### src/hw/rtl/kqt_pkg.sv
// Shared constants, codes and controller/datapath interface types for the keyed quantity table.
`timescale 1ns / 1ps
`default_nettype none

package kqt_pkg;

  localparam int TABLE_DEPTH = 128;
  localparam int ADDR_W      = $clog2(TABLE_DEPTH);
  localparam int COUNT_W     = $clog2(TABLE_DEPTH + 1);

  localparam int OP_W     = 2;
  localparam int KEY_W    = 32;
  localparam int QTY_W    = 32;
  localparam int STATUS_W = 2;
  localparam int SLOT_W   = 7;

  typedef enum logic [OP_W-1:0] {
    OP_INSERT = 2'd0,
    OP_SEARCH = 2'd1,
    OP_UPDATE = 2'd2,
    OP_UNUSED = 2'd3
  } op_t;

  typedef enum logic [STATUS_W-1:0] {
    ST_OK      = 2'd0,
    ST_FULL    = 2'd1,
    ST_DUP     = 2'd2,
    ST_MISSING = 2'd3
  } status_t;

  typedef enum logic [1:0] {
    RES_ERROR    = 2'd0,
    RES_INSERT   = 2'd1,
    RES_QUANTITY = 2'd2
  } res_sel_t;

  // Commands from the controller to the datapath.
  typedef struct packed {
    logic     capture;
    logic     scan;
    logic     qty_read;
    logic     load;
    res_sel_t res_sel;
    status_t  err_status;
  } kqt_cmd_t;

  // Status from the datapath to the controller.
  typedef struct packed {
    op_t  op;
    logic full;
    logic hit;
    logic miss;
    logic out_free;
  } kqt_stat_t;

endpackage

`default_nettype wire

### src/hw/rtl/kqt_ctrl.sv
// Controller state machine of the keyed quantity table.
`timescale 1ns / 1ps
`default_nettype none

module kqt_ctrl (
  input  wire logic               clk,
  input  wire logic               rst,
  input  wire logic               in_valid,
  output logic                    in_stall,
  input  wire kqt_pkg::kqt_stat_t stat,
  output kqt_pkg::kqt_cmd_t       cmd
);

  typedef enum logic [2:0] {
    S_IDLE,
    S_DECODE,
    S_SCAN,
    S_QREAD,
    S_QDONE,
    S_INSERT,
    S_REPLY
  } state_t;

  state_t            state;
  kqt_pkg::status_t  err_status;

  always_ff @(posedge clk) begin
    if (rst) begin
      state      <= S_IDLE;
      err_status <= kqt_pkg::ST_OK;
    end else begin
      case (state)
        S_IDLE: begin
          if (in_valid) begin
            state <= S_DECODE;
          end
        end
        S_DECODE: begin
          if (stat.op == kqt_pkg::OP_UNUSED) begin
            err_status <= kqt_pkg::ST_MISSING;
            state      <= S_REPLY;
          end else if ((stat.op == kqt_pkg::OP_INSERT) && stat.full) begin
            err_status <= kqt_pkg::ST_FULL;
            state      <= S_REPLY;
          end else begin
            state <= S_SCAN;
          end
        end
        S_SCAN: begin
          if (stat.hit) begin
            if (stat.op == kqt_pkg::OP_INSERT) begin
              err_status <= kqt_pkg::ST_DUP;
              state      <= S_REPLY;
            end else begin
              state <= S_QREAD;
            end
          end else if (stat.miss) begin
            if (stat.op == kqt_pkg::OP_INSERT) begin
              state <= S_INSERT;
            end else begin
              err_status <= kqt_pkg::ST_MISSING;
              state      <= S_REPLY;
            end
          end
        end
        S_QREAD: begin
          state <= S_QDONE;
        end
        S_QDONE, S_INSERT, S_REPLY: begin
          if (stat.out_free) begin
            state <= S_IDLE;
          end
        end
        default: begin
          state <= S_IDLE;
        end
      endcase
    end
  end

  always_comb begin
    cmd.capture    = (state == S_IDLE) && in_valid && !rst;
    cmd.scan       = state == S_SCAN;
    cmd.qty_read   = state == S_QREAD;
    cmd.load       = 1'b0;
    cmd.res_sel    = kqt_pkg::RES_ERROR;
    cmd.err_status = err_status;
    case (state)
      S_QDONE: begin
        cmd.load    = stat.out_free;
        cmd.res_sel = kqt_pkg::RES_QUANTITY;
      end
      S_INSERT: begin
        cmd.load    = stat.out_free;
        cmd.res_sel = kqt_pkg::RES_INSERT;
      end
      S_REPLY: begin
        cmd.load = stat.out_free;
      end
      default: begin
        cmd.load = 1'b0;
      end
    endcase
  end

  assign in_stall = rst || (state != S_IDLE);

endmodule

`default_nettype wire
### config.mk
export PLATFORM = sky130hd
export DESIGN_NAME = kqt_ctrl
export DESIGN_NICKNAME = d
export VERILOG_FILES = /design/src/hw/rtl/kqt_pkg.sv /design/src/hw/rtl/kqt_ctrl.sv
export SDC_FILE = /design/constraint.sdc
export NUM_CORES = 1
export LEC_CHECK = 0
export BUFFER_PORTS_ARGS = -buffer_cell sky130_fd_sc_hd__buf_4
export CORE_AREA = 2 2 39 41
export DETAILED_ROUTE_END_ITERATION = 8
export DIE_AREA = 0 0 41 43
export PLACE_DENSITY_LB_ADDON = 0.15
export SYNTH_ARGS = -nofsm -noshare
export SYNTH_HDL_FRONTEND = slang
export SYNTH_SLANG_ARGS = --single-unit
### constraint.sdc
create_clock -name clk -period 2.7 [get_ports clk]
set_input_delay 0.135 -clock clk [delete_from_list [all_inputs] [get_ports clk]]
set_output_delay 0.135 -clock clk [all_outputs]
set_load 0.005 [all_outputs]
==> summary.md <==
| Metric | Value |
|---|---|
| Num Clock Sinks | `5` |
| Top area cells in the synthesized netlist | `sky130_fd_sc_hd__dfxtp_1 24%, sky130_fd_sc_hd__ha_1 6.0%, sky130_fd_sc_hd__a211oi_1 5.4%, sky130_fd_sc_hd__nand2_1 5.4%, sky130_fd_sc_hd__inv_1 4.5%` |
| Flop and latch count out of synthesis | `5` |
| Syn_nets | `65` |
| Setup slack after placement | `1335 ps` |
| Number of synthesized flops with an enable pin | `0` |
| Kind of critical path | `flip-flop to primary output` |
| Dominant synthesized flop cell | `sky130_fd_sc_hd__dfxtp_1` |
| Total Routing Usage GR | `12.75%` |
| Endpoint required time on the critical path | `2570 ps` |
| Sequential share of the synthesized area | `24.17%` |
| Endpoints failing hold | `0` |
| Fillers | `152` |
| Remaining antenna violation count | `0` |
| Initial antenna violation count | `0` |
| Most common library cell in the layout ignoring fill and taps | `sky130_fd_sc_hd__buf_4` |
| Reported max-cap violation count | `0` |
| Synthesized instance count | `54` |
| Number of nets in the finished design | `83` |
| Worst Path Arrival | `1300 ps` |
| Beginning of the worst register-to-register path | `state[0]` |
| Via density | `5.034` |
| Start point of the worst min-delay path | `rst` |
| GR Util met3 | `4.712%` |
| DRT Pass-1 Iters | `2` |
| Met1 Resource Use GR | `16.40%` |
| IR drop worst, VDD | `0.2774 mV` |
| Drc violations | `0` |
| Most used cells in the layout excluding fill and tap cells | `17 x sky130_fd_sc_hd__buf_4, 6 x sky130_fd_sc_hd__nand2_1, 5 x sky130_fd_sc_hd__inv_1, 5 x sky130_fd_sc_hd__nor2_1, 5 x sky130_fd_sc_hd__dfxtp_1` |
| CTS tree | `yes` |
| Transition time at the pin with the least slew margin | `397.3 ps` |
| Layout cell share with drive strength beyond 1 | `36.62%` |
| Summed negative setup slack over all endpoints | `0 ps` |
| Max frequency | `698.2 MHz` |
| Count of non-filler cells in the finished layout | `87` |
| Post-detailed-placement cell area | `544.3 um2` |
| Clock Tree Root | `sky130_fd_sc_hd__clkbuf_4` |
| Hold-fix buffers, CTS | `0` |
| Met2 usage | `16.25%` |
| CTS H-tree depth | `1` |
| Global-route wire length before repair | `1469 um` |
| Detailed-route via count | `438` |
| Final routed wire length divided by cell count | `10.56 um` |
| Power per standard cell area | `734.4 nW/um2` |
| Number of top-level pins | `18` |
| Row count | `14` |
| Syn avg cell area | `7.669 um2` |
| Buf/Inv on CP | `2` |
| Detailed Route Iter0 Violations | `6` |
| FFs w/ async S/R, synth | `0%` |
| Total number of yosys warnings | `0` |
| CP Launch Type | `flip-flop` |
| Clock buffer count from CTS | `3` |
| Final Max Slew Viols | `0` |
| Clock latency at the later pin of the worst-skew pair | `240 ps` |
| Number of buffers added for setup after CTS | `0` |
| Setup repair after global routing missed its margin | `no` |
| Routability Congestion | `0.6891` |
| Crit-path cells | `inv_1 > nor3_4 > buf_4` |
| Maximum buffer depth of the clock tree | `2` |
| Unique masters post-synth | `26` |
| Max-Slew Margin vs Limit | `73.48%` |
| Number of gates resized after cts | `0` |
| Setup Skew | `2.431 ps` |
| Global-route congestion overflow total | `0` |
| Area share of the largest cell type after synthesis | `24.17%` |
| Max Fanout on Critical Path | `10` |
| Top cell type by total area after synthesis | `sky130_fd_sc_hd__dfxtp_1` |
| Worst setup margin | `1268 ps` |
| Initial standard-cell utilization of the core | `29.93%` |
| Setup-violating endpoint count in the final report | `0` |
| Outcome | `finished clean` |
| Clock period minus worst slack | `1432 ps` |
| Slowest-stage cell, CP | `sky130_fd_sc_hd__dfxtp_1` |
| Critical path startpoint | `state[1]` |
| Area of the die | `1763 um2` |
| Clock-pin transition on the worst setup and hold timing paths | `40 ps` |
| Die Span Y | `43 um` |
| Final cycle utilization of the critical path | `53.04%` |
| Category of cells accounting for the largest share of critical-path delay | `flip-flops` |
| Endpoint kind of the worst setup timing path | `primary output` |
| Leakage power figure | `0.2595 nW` |
| Detailed-route wire length | `919 um` |
| Most heavily used metal layer in global routing | `met1` |
| Maximum number of pins on one net before global-route repair | `13` |
| Number of input and output port buffers inserted | `17` |
| Number of diodes added for antenna fixing | `0` |
| Number of global-route vias before repair | `363` |
| Die width | `41 um` |
| Placeable core region | `1384 um2` |
| Design area | `570.5 um2` |
| Instance count after placement with tap cells included | `83` |
| Post-Syn Area | `414.1 um2` |
| Longest individual stage delay on the worst path | `500 ps` |
| Final HPWL DP | `741 um` |
| Area Overhead vs Synth | `37.76%` |
| Kind of path behind the tightest hold check | `primary input to flip-flop` |
==> per-layer routing <==
layer	vias to the layer above	wire length, um	share of wire, %
li1	226	-	-
met1	193	422	46
met2	17	413	45
met3	2	71	7.7
met4	0	12	1.3
met5	-	0	0
==> cell type report <==
class | count | area (um2) | area share (%)
Inverter | 5 | 18.77 | 3.289
Timing Repair Buffer | 17 | 127.6 | 22.37
Tap cell | 16 | 20.02 | 3.509
Sequential cell | 5 | 100.1 | 17.54
Multi-Input combinational cell | 40 | 277.8 | 48.68
Clock buffer | 4 | 26.28 | 4.605
==> worst register-to-register path, delay by kind of cell, from the launching register on <==
kind             cells  cell delay [ps]
AO/OA/AOI/OAI        3              570
flip-flops           1              550
AND/OR/NAND/NOR      1              160
==> metrics by stage <==
| step | total power [mW] | hold slack, ps | utilization (%) |
|---|---|---|---|
| final | 0.4190 | 118.1 | 41.23 |
| after global routing | 0.4615 | 117.1 | 41.23 |
| after CTS | 0.4262 | 110.1 | 41.23 |
| after detailed placement | 0.3367 | 368.2 | 39.33 |
| after global placement | 0.3381 | 367.4 | 39.33 |
| after floorplan | 0.2670 | 257.3 | - |
==> logic make-up after synthesis <==
logic type      count (synthesis)  share of synthesized area (%)
simple gates                   23                          32.63
flops                           5                          24.17
buf+inv                         9                          8.763
fa+ha+maj                       2                          6.041
compound gates                 14                          25.98
mux                             1                          2.417
==> sequential cells by signal (all words and copies together) (netlist names) <==
| register | flops |
|---|---|
| err_status | 2 |
| state | 3 |
==> report_power, final <==
| part | internal (mW) | total (mW) | switching (mW) |
|---|---|---|---|
| registers | 0.0972 | 0.144 | 0.0472 |
| clock network | 0.0559 | 0.0863 | 0.0305 |
| logic | 0.101 | 0.188 | 0.0873 |
| total | 0.254 | 0.419 | 0.165 |
==> final timing paths <==
check / end / slack (ps) / cells after the start
setup / recovery: cmd[6] / 1270 / 3
hold / removal: err_status[0] / 120 / 2
setup reg to reg: err_status[0] / 1330 / 4
hold reg to reg: err_status[1] / 590 / 2
==> Yosys cell counts (2+ instances only) <==
master and number:
sky130_fd_sc_hd__a211oi_1 3, sky130_fd_sc_hd__and3_1 2, sky130_fd_sc_hd__buf_2 2, sky130_fd_sc_hd__clkbuf_1 2, sky130_fd_sc_hd__dfxtp_1 5, sky130_fd_sc_hd__ha_1 2, sky130_fd_sc_hd__inv_1 5, sky130_fd_sc_hd__nand2_1 6
sky130_fd_sc_hd__nand2b_1 2, sky130_fd_sc_hd__nor2_1 5, sky130_fd_sc_hd__nor3b_1 2, sky130_fd_sc_hd__o21ai_0 3, sky130_fd_sc_hd__o31ai_1 2
(Power assumes the default switching activity.)
